## config.mk

```make
export PLATFORM = sky130hd
export DESIGN_NAME = fir72_tap_cell
export DESIGN_NICKNAME = d
export VERILOG_FILES = /design/src/hdl/fir72_pkg.sv /design/src/hdl/fir72_tap_cell.sv
export SDC_FILE = /design/constraint.sdc
export NUM_CORES = 1
export LEC_CHECK = 0
export BUFFER_PORTS_ARGS = -buffer_cell sky130_fd_sc_hd__buf_4
export CAP_MARGIN = 20
export CELL_PAD_IN_SITES_DETAIL_PLACEMENT = 0
export CELL_PAD_IN_SITES_GLOBAL_PLACEMENT = 1
export CORE_AREA = 2 2 75 77
export DETAILED_ROUTE_END_ITERATION = 6
export DIE_AREA = 0 0 77 79
export PLACE_DENSITY = 0.85
export RECOVER_POWER = 50
export SYNTH_ARGS = -nofsm -noshare
export SYNTH_HDL_FRONTEND = slang
export SYNTH_SLANG_ARGS = --single-unit
```

## constraint.sdc

```tcl
create_clock -name clock -period 1 [get_ports clock]
set_input_delay 0.05 -clock clock [delete_from_list [all_inputs] [get_ports clock]]
set_output_delay 0.05 -clock clock [all_outputs]
set_load 0.01 [all_outputs]
```

## src/hdl/fir72_pkg.sv

```systemverilog
// Package for the 72-tap FIR filter: widths, coefficient table and shared types.
package fir72_pkg;

   // Field widths
   localparam int SAMPLE_W = 16;
   localparam int COEF_W   = 16;
   localparam int PROD_W   = SAMPLE_W + COEF_W;
   localparam int OUT_W    = 18;
   localparam int FRAC_W   = 15;

   // Default tap count
   localparam int TAPS_DEF = 72;

   // Coefficient table size (symmetric, only the first half is stored)
   localparam int COEF_COUNT = 72;
   localparam int COEF_HALF  = 36;

   // Output saturation limits, Q3.15
   localparam logic signed [OUT_W-1:0] OUT_MAX = 18'sh1FFFF;
   localparam logic signed [OUT_W-1:0] OUT_MIN = 18'sh20000;

   // Lowpass coefficients, Q1.15, c[0] .. c[35]
   localparam logic signed [COEF_W-1:0] COEF_HALF_TABLE [COEF_HALF] = '{
        16'sd406,   16'sd662,    16'sd16,  -16'sd234,    16'sd93,   16'sd171,
       -16'sd230,    -16'sd7,   16'sd243,  -16'sd143,  -16'sd187,   16'sd289,
         16'sd22,  -16'sd341,   16'sd192,   16'sd270,  -16'sd397,   -16'sd56,
        16'sd496,  -16'sd255,  -16'sd416,   16'sd570,   16'sd121,  -16'sd760,
        16'sd354,   16'sd693,  -16'sd902,  -16'sd265,  16'sd1345,  -16'sd583,
      -16'sd1445,  16'sd1915,   16'sd813, -16'sd4157,  16'sd2247, 16'sd16811
   };

   // Coefficient of tap k; taps past the table have a zero coefficient
   function automatic logic signed [COEF_W-1:0] coef_at(input int k);
      logic signed [COEF_W-1:0] c;
      if (k >= COEF_COUNT) begin
         c = '0;
      end else if (k < COEF_HALF) begin
         c = COEF_HALF_TABLE[k];
      end else begin
         c = COEF_HALF_TABLE[COEF_COUNT - 1 - k];
      end
      return c;
   endfunction

   // Control broadcast to every tap cell
   typedef struct packed {
      logic advance;  // a sample beat is taken this cycle
      logic clear;    // that beat zeroes the history first
   } step_type;

endpackage

```

## src/hdl/fir72_tap_cell.sv

```systemverilog
// One tap of the transposed FIR chain: multiply-add into a partial sum register.
module fir72_tap_cell #(
   parameter int                                    ACC_W = 40,
   parameter logic signed [fir72_pkg::COEF_W-1:0]   COEF  = '0
) (
   input  logic                                     clock,
   input  logic                                     reset,
   input  fir72_pkg::step_type                      step,
   input  logic signed [fir72_pkg::SAMPLE_W-1:0]    sample,
   input  logic signed [ACC_W-1:0]                  sum_next,
   output logic signed [ACC_W-1:0]                  sum
);

   logic signed [fir72_pkg::PROD_W-1:0] product;
   logic signed [ACC_W-1:0]             product_ext;
   logic signed [ACC_W-1:0]             carry_in;
   logic signed [ACC_W-1:0]             sum_ff;
   logic signed [ACC_W-1:0]             sum_in;

   // Tap product, sign extended to the accumulator width
   assign product     = sample * COEF;
   assign product_ext = {{(ACC_W-fir72_pkg::PROD_W){product[fir72_pkg::PROD_W-1]}}, product};

   // A clear drops the partial sum coming from the older taps
   assign carry_in = step.clear ? '0 : sum_next;

   always_comb begin
      sum_in = sum_ff;
      if (step.advance) begin
         sum_in = product_ext + carry_in;
      end
   end

   // Partial sum register; reset means an all-zero history
   always_ff @(posedge clock) begin
      if (reset) begin
         sum_ff <= '0;
      end else begin
         sum_ff <= sum_in;
      end
   end

   assign sum = sum_ff;

endmodule

```

==> PnR_summary.wiki <==
{| class="wikitable"
! Metric !! Value
|-
| Final critical-path share of the clock period || 0.807
|-
| Hold violation total from the final report || 0
|-
| Outcome || completed
|-
| Final worst hold slack || 0.0340 ns
|-
| Kind of end point of the critical path || output port
|-
| Max stage delay on crit path || between 0.3 and 0.4 ns
|-
| Crit path DAT || 0.76 ns
|-
| Via count || 1,454
|-
| Core region area || between 0.005 and 0.006 mm^2
|-
| ANT cells || 0
|-
| Maximum vdd drop || 0.810 mV
|-
| Floorplan die area || about 0.0061 mm^2
|-
| Number of endpoints failing setup at the final stage || 0
|-
| Remaining number of nets flagged by the antenna check after routing || 0
|-
| Average wire per standard cell || 11.3 um
|-
| Highest achievable clock rate || 1.24 GHz
|-
| Final layout net count || approximately 310
|-
| Area grow syn2layout || 43.8%
|-
| Buf+Inv Stages, Crit Path || 1
|-
| Unrepaired setup endpoints after global routing || false
|-
| Initial Utilization || 0.318
|-
| Number of warnings issued by yosys || 0
|-
| Ordered cell list for the critical path || buf_4
|-
| Gp weighted congestion || 0.682
|-
| Pin count of the biggest net entering global routing || 41
|-
| Final TNS setup || 0 ns
|-
| Power per cell area || about 1500 mW/mm^2
|-
| DRC violation count after routing || 0
|-
| Distinct cell type count after synthesis || 9
|-
| Number of buffers inserted by port buffering || 83
|-
| Mean number of vias per cell || 4.47
|-
| Wire length of the first global-routing pass || about 6 mm
|-
| Crit start category || register
|-
| Floorplan row count || 27
|-
| Buffers inserted by post-CTS timing repair || 0
|-
| Number of H-tree branching levels || 2
|-
| Chip width || 77 um
|-
| Overall fraction of global-route tracks in use || 0.123
|-
| Total clock buffers created by CTS || 5
|-
| Maximum net fanout on the critical path || 2
|-
| Sequential-to-total area share from yosys stat || 0.472
|-
| TritonCTS clock tree || built
|-
| Max-Cap Viols || 0
|-
| Mean Syn Cell Area || 9.58 um^2
|-
| Antenna violations before repair || 0
|-
| Top cell type's share of synthesized area || 0.472
|-
| Final Routed Wirelength || 3.68 mm
|-
| Netlist Area Pre-Place || between 0.0015 and 0.002 mm^2
|-
| Worst path required time || 0.95 ns
|-
| Cell taking the most area after synthesis || sky130_fd_sc_hd__dfxtp_1
|-
| Worst setup margin || approximately 0.19 ns
|-
| Clock Latency Late Sink || roughly 0.28 ns
|-
| Path type of the worst min-delay path || in2reg
|-
| Register bit total from synthesis || 40
|-
| Largest delay contributor family on the critical path || flip-flops
|-
| Final Skew || 0 ns
|-
| Die Y || 79 um
|-
| Class of the most critical setup path || reg2out
|-
| Synthesized Nets || 237
|-
| Clock-pin slew on the worst setup and hold paths || about 0.08 ns
|-
| Post-Syn Instances || 177
|-
| Relative slew slack || 0.712
|-
| IO Pins || 100
|-
| Final critical delay including setup and external delays || between 0.8 and 0.9 ns
|-
| Minimum setup slack after placement || around 0.28 ns
|-
| Slowest cell on crit path || sky130_fd_sc_hd__dfxtp_1
|-
| Estimated wirelength of the detail-placed design || 2.36 mm
|-
| Ratio of cells with drive above 1 in the final layout || 0.375
|-
| Synth area leaders || sky130_fd_sc_hd__dfxtp_1, sky130_fd_sc_hd__nand3b_1, sky130_fd_sc_hd__nand2b_1
|-
| FILL cells || 567
|-
| Remaining global-route overflow || 0
|-
| Iteration-0 DRC Markers || 63
|-
| Total count of max-transition violations in the final report || 0
|-
| Number of clock sinks || 40
|-
| CTS Root Cell || sky130_fd_sc_hd__clkbuf_8
|-
| Leakage component of the power || 0.988 nW
|-
| Max FFs per register || 40
|-
| Via count of the first global-routing pass || 1,362
|-
| Slew at the pin closest to its max-slew limit || ~0.43 ns
|-
| Post-CTS Hold Fix Bufs || 0
|-
| Detailed Routing Iterations Pass 1 || 4
|-
| Clk buf depth || 2
|-
| Cells resized by post-CTS repair || 0
|}
area by class of cell:
| cell class | instances | area [um^2] | area share |
|---|---|---|---|
| timing repair buffer | 85 | 663 | 0.272 |
| clock buffer | 7 | 96.3 | 0.0395 |
| tap | 72 | 90.1 | 0.0369 |
| clock inverter | 1 | 30.0 | 0.0123 |
| multi-input combinational | 120 | 758 | 0.311 |
| sequential | 40 | 801 | 0.328 |
logic make-up after synthesis:
kind of cell / count (synthesis) / share of synthesized area
and+or+nand+nor: 80 / 0.325
AOI/OAI and AO/OA: 40 / 0.123
DFF: 40 / 0.472
buffers and inverters: 17 / 0.0804
synthesized netlist by cell type:
| master | number |
|---|---|
| sky130_fd_sc_hd__a21oi_1 | 38 |
| sky130_fd_sc_hd__clkbuf_1 | 3 |
| sky130_fd_sc_hd__buf_1 | 1 |
| sky130_fd_sc_hd__nand2b_1 | 40 |
| sky130_fd_sc_hd__nand3b_1 | 40 |
| sky130_fd_sc_hd__buf_2 | 4 |
| sky130_fd_sc_hd__buf_6 | 9 |
| sky130_fd_sc_hd__a21oi_2 | 2 |
| sky130_fd_sc_hd__dfxtp_1 | 40 |
power by group:
group          leakage, nW  internal [mW]  switching (mW)  total, mW
clock network       0.0645          0.881           0.542       1.42
logic                0.597          0.281           0.193      0.474
registers            0.326           1.65          0.0300       1.68
metal layers:
layer / vias up / global-route usage / part of all wire
li1: 744 / - / -
met2: 47 / 0.203 / 0.48
met3: 2 / 0.0523 / 0.080
met4: 0 / 0.0482 / 0.0062
met1: 661 / 0.143 / 0.43
met5: - / 0 / 0
cell usage in the layout, fill, tap and decap left out:
cell type	instances
sky130_fd_sc_hd__a21oi_1	38
sky130_fd_sc_hd__bufinv_16	1
sky130_fd_sc_hd__nand3b_1	40
sky130_fd_sc_hd__dfxtp_1	40
sky130_fd_sc_hd__clkbuf_8	7
sky130_fd_sc_hd__buf_4	83
sky130_fd_sc_hd__buf_12	2
sky130_fd_sc_hd__nand2b_1	40
sky130_fd_sc_hd__a21oi_2	2
path summary, 6_finish.rpt:
path | start | to | slack (ns) | cells past startpoint
max | sum[29]$_SDFFE_PP0P_ | sum[29] | 0.19 | 1
min | sum_next[38] | sum[38]$_SDFFE_PP0P_ | 0.03 | 3
max reg2reg | sum[25]$_SDFFE_PP0P_ | sum[25]$_SDFFE_PP0P_ | 0.41 | 2
min reg2reg | sum[11]$_SDFFE_PP0P_ | sum[11]$_SDFFE_PP0P_ | 0.47 | 2
metrics by stage:
stage	util	total power, mW	cell area (um^2)	std cells
4_1_cts	0.457	3.65	2440	325
6_report	0.457	3.58	2440	325
2_1_floorplan	-	1.97	1700	177
3_5_place_dp	0.433	2.20	2310	317
3_3_place_gp	0.433	2.20	2310	317
5_1_grt	0.457	3.75	2440	325
Power figures use the tool's default switching activity.
