File: config.mk
export PLATFORM = sky130hd
export DESIGN_NAME = fir72_out_stage
export DESIGN_NICKNAME = d
export VERILOG_FILES = /design/src/hdl/fir72_pkg.sv /design/src/hdl/fir72_out_stage.sv
export SDC_FILE = /design/constraint.sdc
export NUM_CORES = 1
export LEC_CHECK = 0
export BUFFER_PORTS_ARGS = -buffer_cell sky130_fd_sc_hd__buf_2
export CAP_MARGIN = 30
export CORE_AREA = 2 2 62 64
export DETAILED_ROUTE_END_ITERATION = 7
export DIE_AREA = 0 0 64 66
export GPL_TIMING_DRIVEN = 1
export PLACE_DENSITY = 0.86
export SYNTH_ARGS = -nofsm -noshare
export SYNTH_HDL_FRONTEND = slang
export SYNTH_SLANG_ARGS = --single-unit
File: constraint.sdc
create_clock -name clock -period 3.75 [get_ports clock]
set_input_delay 0.375 -clock clock [delete_from_list [all_inputs] [get_ports clock]]
set_output_delay 0.375 -clock clock [all_outputs]
set_load 0.01 [all_outputs]
File: src/hdl/fir72_pkg.sv
// Package for the 72-tap FIR filter: widths, coefficient table and shared types.
package fir72_pkg;

   // Field widths
   localparam int SAMPLE_W = 16;
   localparam int COEF_W   = 16;
   localparam int PROD_W   = SAMPLE_W + COEF_W;
   localparam int OUT_W    = 18;
   localparam int FRAC_W   = 15;

   // Default tap count
   localparam int TAPS_DEF = 72;

   // Coefficient table size (symmetric, only the first half is stored)
   localparam int COEF_COUNT = 72;
   localparam int COEF_HALF  = 36;

   // Output saturation limits, Q3.15
   localparam logic signed [OUT_W-1:0] OUT_MAX = 18'sh1FFFF;
   localparam logic signed [OUT_W-1:0] OUT_MIN = 18'sh20000;

   // Lowpass coefficients, Q1.15, c[0] .. c[35]
   localparam logic signed [COEF_W-1:0] COEF_HALF_TABLE [COEF_HALF] = '{
        16'sd406,   16'sd662,    16'sd16,  -16'sd234,    16'sd93,   16'sd171,
       -16'sd230,    -16'sd7,   16'sd243,  -16'sd143,  -16'sd187,   16'sd289,
         16'sd22,  -16'sd341,   16'sd192,   16'sd270,  -16'sd397,   -16'sd56,
        16'sd496,  -16'sd255,  -16'sd416,   16'sd570,   16'sd121,  -16'sd760,
        16'sd354,   16'sd693,  -16'sd902,  -16'sd265,  16'sd1345,  -16'sd583,
      -16'sd1445,  16'sd1915,   16'sd813, -16'sd4157,  16'sd2247, 16'sd16811
   };

   // Coefficient of tap k; taps past the table have a zero coefficient
   function automatic logic signed [COEF_W-1:0] coef_at(input int k);
      logic signed [COEF_W-1:0] c;
      if (k >= COEF_COUNT) begin
         c = '0;
      end else if (k < COEF_HALF) begin
         c = COEF_HALF_TABLE[k];
      end else begin
         c = COEF_HALF_TABLE[COEF_COUNT - 1 - k];
      end
      return c;
   endfunction

   // Control broadcast to every tap cell
   typedef struct packed {
      logic advance;  // a sample beat is taken this cycle
      logic clear;    // that beat zeroes the history first
   } step_type;

endpackage

File: src/hdl/fir72_out_stage.sv
// Head tap, rounding, saturation and the output register of the FIR filter.
module fir72_out_stage #(
   parameter int                                    ACC_W = 40,
   parameter logic signed [fir72_pkg::COEF_W-1:0]   COEF  = '0
) (
   input  logic                                     clock,
   input  logic                                     reset,
   input  fir72_pkg::step_type                      step,
   input  logic signed [fir72_pkg::SAMPLE_W-1:0]    sample,
   input  logic signed [ACC_W-1:0]                  sum_next,
   input  logic                                     out_ready,
   output logic                                     out_valid,
   output logic signed [fir72_pkg::OUT_W-1:0]       filtered,
   output logic                                     in_ready
);

   localparam int RND_W = ACC_W + 1;
   localparam int SHR_W = RND_W - fir72_pkg::FRAC_W;
   localparam logic signed [RND_W-1:0] ROUND_BIAS = RND_W'(1) <<< (fir72_pkg::FRAC_W - 1);

   logic signed [fir72_pkg::PROD_W-1:0]  product;
   logic signed [ACC_W-1:0]              acc;
   logic signed [RND_W-1:0]              biased;
   logic signed [SHR_W-1:0]              rounded;
   logic                                 overflow;
   logic signed [fir72_pkg::OUT_W-1:0]   filtered_in;
   logic signed [fir72_pkg::OUT_W-1:0]   filtered_ff;
   logic                                 valid_in;
   logic                                 valid_ff;

   // Full sum: current sample times the first coefficient plus the chain
   assign product = sample * COEF;
   assign acc = {{(ACC_W-fir72_pkg::PROD_W){product[fir72_pkg::PROD_W-1]}}, product}
                + (step.clear ? '0 : sum_next);

   // Round to nearest, halves up, by FRAC_W bits
   assign biased  = {acc[ACC_W-1], acc} + ROUND_BIAS;
   assign rounded = SHR_W'(biased >>> fir72_pkg::FRAC_W);

   // Out of range when the bits above the output width are not a sign run
   assign overflow = (rounded[SHR_W-1:fir72_pkg::OUT_W-1] != '0) &&
                     (rounded[SHR_W-1:fir72_pkg::OUT_W-1] != '1);

   always_comb begin
      if (overflow) begin
         filtered_in = rounded[SHR_W-1] ? fir72_pkg::OUT_MIN : fir72_pkg::OUT_MAX;
      end else begin
         filtered_in = rounded[fir72_pkg::OUT_W-1:0];
      end
   end

   // Output register: loads on a sample beat, empties when taken
   assign in_ready = !valid_ff || out_ready;

   always_comb begin
      valid_in = valid_ff;
      if (step.advance) begin
         valid_in = 1'b1;
      end else if (out_ready) begin
         valid_in = 1'b0;
      end
   end

   always_ff @(posedge clock) begin
      if (reset) begin
         valid_ff <= 1'b0;
      end else begin
         valid_ff <= valid_in;
      end
   end

   always_ff @(posedge clock) begin
      if (step.advance) begin
         filtered_ff <= filtered_in;
      end
   end

   assign out_valid = valid_ff;
   assign filtered  = filtered_ff;

endmodule

==> key figures, run 1 <==
Timing
  • Final hold violation count: 0
  • Relative slew slack: 0.576
  • Clock Skew: 0 ns
  • Min Clock Period, post-route: 2.53 ns
  • Worst Max-Slew Pin Slew: 0.631 ns
  • Max-slew violations: 0
  • Fmax: 395 MHz
  • Hold_ws: 0.222 ns
  • Final worst-path cycle share: 0.675
  • Endpoints failing setup: 0
  • Setup TNS: 0 ns
  • RSZ-0062 raised after global routing: false

Layout
  • Area grow syn2layout: 21.0%
  • Share of layout cells above drive strength 1: 0.362
  • Fin area: 0.00191 sq mm
  • Nets: 276
  • # diodes: 0
  • Fill count: 319

Drt
  • Drt pass-1 iters: 4
  • DR DRC count: 0
  • Via/cell ratio: 5.37
  • Routed Antenna Nets: 0
  • Top sig layer: met4
  • Via count: 1402
  • WL per Instance: 12.7 um
  • Met2 routed wirelength: 1700 um
  • Metal-1 WL: 1390 um
  • Initial DRC count: 37
  • Met3 Wirelength: 135 um
  • Final wirelength: 3320 um

Synth
  • Yosys top cell by area: edfxtp_1
  • Top cells by area, synth: edfxtp_1 34%, xnor2_1 6.1%, xor2_1 4.4%
  • Post-synthesis net count: 223
  • Syn_area_per_cell: 9.80 sq um
  • Post-Synthesis Cells: 161
  • Async S/R FF share, synth: 0
  • Most frequent cell after synthesis: edfxtp_1
  • Synthesized flop and latch total: 19
  • Yosys top cell area share: 0.343
  • Post-synth EDFFs: 18
  • Top cells by count, synth: 18 x edfxtp_1, 13 x nand3_1, 11 x nor2_1, 11 x xnor2_1, 10 x nand2_1
  • Post-synthesis sequential area ratio: 0.355
  • YS warnings: 0
  • Main flop type after synthesis: edfxtp_1
  • Synth Cell Area: 0.00158 sq mm
  • Count of different cell masters after synthesis: 50

Placement
  • GP Congestion: 0.842
  • Post-DP HPWL: 2700 um
  • Placed Area: 0.00188 sq mm
  • IO Port Bufs: 50

Die
  • Num rows: 22
  • Die Width: 64 um
  • Core box area: 0.00355 sq mm
  • Total die area: 0.00422 sq mm
  • I/O pin total: 81
  • Initial core utilization: 0.444
  • Die height: 66 um

Clock tree
  • Post-CTS Setup Bufs: 0
  • Clock Sinks: 19
  • Clk Latency, worst-skew pair: 0.29 ns
  • Post-cts sizing count: 0
  • Num CTS Buffers: 3
  • H-tree depth: 1
  • Hold Buf Count CTS: 0
  • CTS tree: done
  • Reg clk slew, reported paths: 0.09 ns
  • Root buffer cell: clkbuf_4
  • Bufs on Longest Clock Path: 2

Global routing
  • Global-route usage over all layers: 0.171
  • Pin count of the biggest net entering global routing: 20
  • Gr ovfl total: 0
  • Initial antenna violation count: 0
  • Vias in the first global route: 1267
  • First-pass GRT wire length: 5690 um

Worst setup path
  • Setup crit start kind: primary input
  • CP required: 3.77 ns
  • Worst Path Max Fanout: 17
  • R2r setup slk: 3.15 ns
  • R2R Path End: out_valid$_SDFFE_PP0P_
  • Endpoint type of the worst setup path: flop
  • Reg2reg start: out_valid$_SDFFE_PP0P_
  • Crit Path Class: primary input to flop
  • Worst Reg-to-Reg Cells: 2
  • CP arrival: 2.55 ns

Min path
  • Hold Path Depth: 2
  • Hold path start: reset
  • Hold Path Class: primary input to flop
  • Hold endpoint: out_valid$_SDFFE_PP0P_

Pwr
  • Leak Pwr: 0.000691 uW
  • VDD IR-drop max: 0.0995 mV
  • PD cells: 257 mW/mm^2

Status
  • Outcome: finished clean

Job
  • Max-cap viol count: 0
how the worst max path moves through the flow:
stage,start,to,slack [ns],cells after the start
after global placement,step[0],filtered[0]$_DFFE_PP_,1.02,10
final,step[0],filtered[0]$_DFFE_PP_,1.22,10
after floorplan,step[0],filtered[3]$_DFFE_PP_,0.83,12
after global routing,step[0],filtered[0]$_DFFE_PP_,1.04,12
after CTS,step[0],filtered[0]$_DFFE_PP_,1.22,12
after detailed placement,step[0],filtered[0]$_DFFE_PP_,0.92,12
per-layer routing:
metal	vias to the layer above	global-route usage
met2	45	0.309
met5	-	0
met3	7	0.00852
met4	0	0.0951
li1	712	-
met1	638	0.203
cells by family (layout without fill, tap and decap cells):
logic type / count (synthesis) / count (layout) / synth area share
mux: 1 / 1 / 0.00634
simple gates: 74 / 74 / 0.292
buf+inv: 11 / 63 / 0.0341
compound gates: 36 / 36 / 0.199
xor+xnor: 19 / 19 / 0.105
flops: 19 / 19 / 0.355
fa+ha+maj: 1 / 1 / 0.00793
cell usage in the layout, fill, tap and decap left out, drive strengths merged, types with 2 or more instances in the layout:
cell type	synthesis	layout
buf	4	54
edfxtp	18	18
nand3	15	15
nor2	11	11
xnor2	11	11
nand2	11	11
o31ai	11	11
xor2	8	8
o21ai	8	8
nor2b	7	7
nand2b	6	6
nand4	6	6
nor4	6	6
inv	5	5
a21oi	5	5
clkbuf	2	4
nor3	4	4
a31oi	4	4
and4	2	2
nand4b	2	2
o211ai	2	2
report_power, final:
part | internal [uW] | total (uW) | switching (uW)
logic | 55.8 | 135 | 79.3
clock network | 41.4 | 94.2 | 52.8
registers | 257 | 261 | 3.98
total | 354 | 490 | 136
critical path, cell delays in order:
cell and delay, ns:
buf_2 0.19, nor2b_1 0.14, ha_1 0.24, nand4_1 0.23, nor3_2 0.22, buf_4 0.19
a21oi_1 0.08, o211ai_2 0.28, a2bb2oi_4 0.42, o21ai_0 0.17
flip-flops by register name (all words and copies together), names as in the netlist:
signal     cells
out_valid      1
filtered      18
metrics by stage:
step | total power [uW] | utilization | std cells | worst slack (ns)
2_1_floorplan | 344 | - | 161 | 0.834
3_3_place_gp | 397 | 0.530 | 257 | 1.02
3_5_place_dp | 401 | 0.530 | 257 | 0.919
4_1_cts | 494 | 0.538 | 261 | 1.22
5_1_grt | 517 | 0.538 | 261 | 1.04
6_report | 490 | 0.538 | 261 | 1.22
cell type report:
class	instances	area, sq um	share of cell area
clock buffers	4	26.3	0.0138
inverters	5	18.8	0.00983
multi-input cells	131	963	0.505
flip-flops and latches	19	561	0.294
well taps	48	60.1	0.0315
repair buffers	54	280	0.147
Power figures use the tool's default switching activity.
==> run 2, diff against run 1 <==
--- a/config.mk
+++ b/config.mk
@@ -5,13 +5,14 @@
 export SDC_FILE = /design/constraint.sdc
 export NUM_CORES = 1
 export LEC_CHECK = 0
+export ABC_AREA = 1
 export BUFFER_PORTS_ARGS = -buffer_cell sky130_fd_sc_hd__buf_2
 export CAP_MARGIN = 30
-export CORE_AREA = 2 2 62 64
+export CORE_AREA = 2 2 66 68
 export DETAILED_ROUTE_END_ITERATION = 7
-export DIE_AREA = 0 0 64 66
+export DIE_AREA = 0 0 68 70
 export GPL_TIMING_DRIVEN = 1
-export PLACE_DENSITY = 0.86
+export PLACE_DENSITY = 0.87
 export SYNTH_ARGS = -nofsm -noshare
 export SYNTH_HDL_FRONTEND = slang
 export SYNTH_SLANG_ARGS = --single-unit
==> constraint.sdc (replaced) <==
create_clock -name clock -period 2.39 [get_ports clock]
set_input_delay 0.239 -clock clock [delete_from_list [all_inputs] [get_ports clock]]
set_output_delay 0.239 -clock clock [all_outputs]
set_load 0.01 [all_outputs]
==> run 2 against run 1 <==
Against the previous run:
- synthesized cell count up 88%
- clock skew unchanged
- final cell count is 58% higher
- total power increased by 77%
- sequential power grew 57%
- register-to-register slack got worse by 1.3 ns
==> key figures, run 2 <==
Synth
  • Count of different cell masters after synthesis: 27 (-46%)
  • Most frequent cell after synthesis: nand2_1
  • Top cells by count, synth: 132 x nand2_1, 33 x inv_1, 32 x nor2_1
  • Synthesized flop and latch total: 19 (unchanged)
  • Post-Synthesis Cells: 303 (+88%)
  • Post-synthesis net count: 365 (+64%)
  • Async S/R FF share, synth: 0 (unchanged)
  • YS warnings: 0 (unchanged)
  • Top cells by area, synth: edfxtp_1 28%, nand2_1 26%, nand3_1 8.0%
  • Synth Cell Area: 0.00194 sq mm (+23%)
  • Yosys top cell by area: edfxtp_1
  • Post-synth EDFFs: 18 (unchanged)
  • Yosys top cell area share: 0.279 (-0.0635)
  • Syn_area_per_cell: 6.39 sq um (-35%)
  • Main flop type after synthesis: edfxtp_1
  • Post-synthesis sequential area ratio: 0.289 (-0.0659)

Worst setup path
  • CP max stage cell: ha_1
  • Slowest Stage Delay on Critical Path: 0.16 ns (-0.26 ns)
  • Crit path cell chain: buf_2 > inv_2 > nand2_1 > inv_1 > ha_1 > nand2_1 > inv_1 > nand2_2 > inv_2 > nand3_2 > nor2_2 > nand2_1 > nand2_1 > nand2_1 > nor2_1 > nand2_2 > o21ai_4 > nand2_1
  • Endpoint type of the worst setup path: flop
  • Crit Path Class: primary input to flop
  • Worst Path Max Fanout: 9 (-8)
  • Most numerous cell on the critical path: nand2_1
  • R2R Path End: out_valid$_SDFFE_PP0P_
  • CP arrival: 2.11 ns (-0.44 ns)
  • R2r setup slk: 1.82 ns (-1.33 ns)
  • Setup crit start kind: primary input
  • CP required: 2.40 ns (-1.37 ns)
  • Reg2reg start: out_valid$_SDFFE_PP0P_
  • Worst Reg-to-Reg Cells: 2 (unchanged)

Placement
  • IO Port Bufs: 50 (unchanged)
  • Placed Area: 0.00227 sq mm (+21%)
  • Post-DP HPWL: 3920 um (+45%)
  • GP Congestion: 0.948 (+13%)

Timing
  • Final worst-path cycle share: 0.881
  • Setup TNS: 0 ns (unchanged)
  • Max-slew violations: 0 (unchanged)
  • Worst Max-Slew Pin Slew: 0.560 ns (-0.0712 ns)
  • Endpoints failing setup: 0 (unchanged)
  • Min Clock Period, post-route: 2.10 ns
  • Relative slew slack: 0.626 (+0.0500)
  • Final hold violation count: 0 (unchanged)
  • RSZ-0062 raised after global routing: false
  • Fmax: 475 MHz
  • Clock Skew: 0 ns (unchanged)

Clock tree
  • Num CTS Buffers: 3 (unchanged)
  • Bufs on Longest Clock Path: 2 (unchanged)
  • Post-cts sizing count: 0 (unchanged)
  • Clk Latency, worst-skew pair: 0.27 ns (-0.02 ns)
  • Clock Sinks: 19 (unchanged)
  • Post-CTS Setup Bufs: 0 (unchanged)
  • H-tree depth: 1 (unchanged)
  • CTS tree: done
  • Root buffer cell: clkbuf_8
  • Hold Buf Count CTS: 0 (unchanged)
  • Reg clk slew, reported paths: 0.07 ns (-0.02 ns)

Drt
  • Final wirelength: 4900 um (+48%)
  • DR DRC count: 0 (unchanged)
  • Routed Antenna Nets: 0 (unchanged)
  • Via/cell ratio: 5.03 (-6.4%)
  • WL per Instance: 11.9 um (-6.5%)
  • Initial DRC count: 158 (+330%)
  • Drt pass-1 iters: 4 (unchanged)
  • Via count: 2071 (+48%)

Global routing
  • First-pass GRT wire length: 7710 um (+36%)
  • Initial antenna violation count: 0 (unchanged)
  • Pin count of the biggest net entering global routing: 30 (+50%)
  • Vias in the first global route: 1809 (+43%)
  • Global-route usage over all layers: 0.211 (+0.0403)
  • Gr ovfl total: 0 (unchanged)

Die
  • Initial core utilization: 0.467 (+0.0231)
  • Die height: 70 um (+6.1%)
  • Total die area: 0.00476 sq mm (+13%)
  • I/O pin total: 81 (unchanged)
  • Num rows: 24 (+9.1%)
  • Core box area: 0.00414 sq mm (+17%)
  • Die Width: 68 um (+6.3%)

Pwr
  • Leak Pwr: 0.00113 uW (+64%)
  • PD cells: 371 mW/mm^2 (+44%)
  • VDD IR-drop max: 0.216 mV (+120%)

Layout
  • Largest register FFs: 18 (unchanged)
  • Area grow syn2layout: 21.0% (about the same)
  • Share of layout cells above drive strength 1: 0.258 (-0.103)
  • Nets: 423 (+53%)
  • # diodes: 0 (unchanged)
  • Most common cell after layout, fill and taps aside: nand2_1
  • Fin area: 0.00234 sq mm (+23%)
  • Most frequent cells in the layout: 131 x nand2_1, 50 x buf_2, 32 x inv_1, 31 x nand3_1, 31 x nor2_1

Min path
  • Hold path start: reset
  • Hold Path Class: primary input to flop
  • Hold endpoint: out_valid$_SDFFE_PP0P_
  • Hold Path Depth: 2 (unchanged)

Job
  • Max-cap viol count: 0 (unchanged)

Status
  • Outcome: finished clean
-- run 2: cell count changes after synthesis, moves of 4 or more --
cell and change:
nor2_1 +21, inv_1 +28, nor2_2 +6, nand4_1 -4, o21ai_1 -4, nor2_4 +6
nand2b_1 -6, xnor2_1 -5, nand3_1 +18, nor2b_1 -7, nand3_2 +6, o31ai_2 -4
o31ai_1 -7, nand2_1 +122
-- run 2: kinds of logic after synthesis --
family / share of synthesized area
buffers and inverters: 0.0956
AO/OA/AOI/OAI: 0.0226
flip-flops: 0.289
AND/OR/NAND/NOR: 0.523
XOR/XNOR: 0.0633
adder cells (fa/ha/maj): 0.00646
-- run 2: layer usage --
metal	up-vias	global-route usage	share of wire
met1	914	0.257	0.40
met5	-	0	0
met3	9	0.0161	0.074
met2	87	0.376	0.51
li1	1061	-	-
met4	0	0.0778	0.021
-- run 2: worst max-delay path: cells and delay by family --
family | cells | cell delay, ns
buffers and inverters | 5 | 0.45
and+or+nand+nor | 11 | 1.10
adders and majority gates | 1 | 0.16
AOI/OAI and AO/OA | 1 | 0.16
-- run 2: worst max path at each step --
stage,startpoint,to,cells past startpoint
global route,step[0],filtered[13]$_DFFE_PP_,18
floorplan,step[0],filtered[10]$_DFFE_PP_,19
global placement,step[0],filtered[5]$_DFFE_PP_,18
finish,step[0],filtered[13]$_DFFE_PP_,18
CTS,step[0],filtered[13]$_DFFE_PP_,18
detailed placement,step[0],filtered[8]$_DFFE_PP_,18
-- run 2: stage by stage --
stage / total power, uW / cells / hold slack (ns) / setup WS [ns] / util
final: 869 / 412 / 0.124 / 0.285 / 0.566
after CTS: 860 / 411 / 0.129 / 0.196 / 0.559
after global routing: 906 / 412 / 0.145 / 0.0562 / 0.566
after floorplan: 549 / 303 / 0.308 / 0.157 / -
after detailed placement: 642 / 407 / 0.410 / -0.0816 / 0.548
after global placement: 632 / 407 / 0.392 / -0.00251 / 0.548
-- run 2: power breakdown --
| group | switching (uW) | total (uW) | internal, uW |
|---|---|---|---|
| Sequential | 6.80 | 409 | 402 |
| Clock | 110 | 227 | 116 |
| Combinational | 145 | 233 | 87.3 |
| Total | 263 | 869 | 606 |
-- run 2: area by class of cell --
type                            count  area, sq um
Fill cell                         405         1800
Multi-Input combinational cell    244         1220
Sequential cell                    19          561
Timing Repair Buffer               58          323
Inverter                           35          131
Tap cell                           52         65.1
Clock buffer                        3         41.3
Clock inverter                      1         5.00
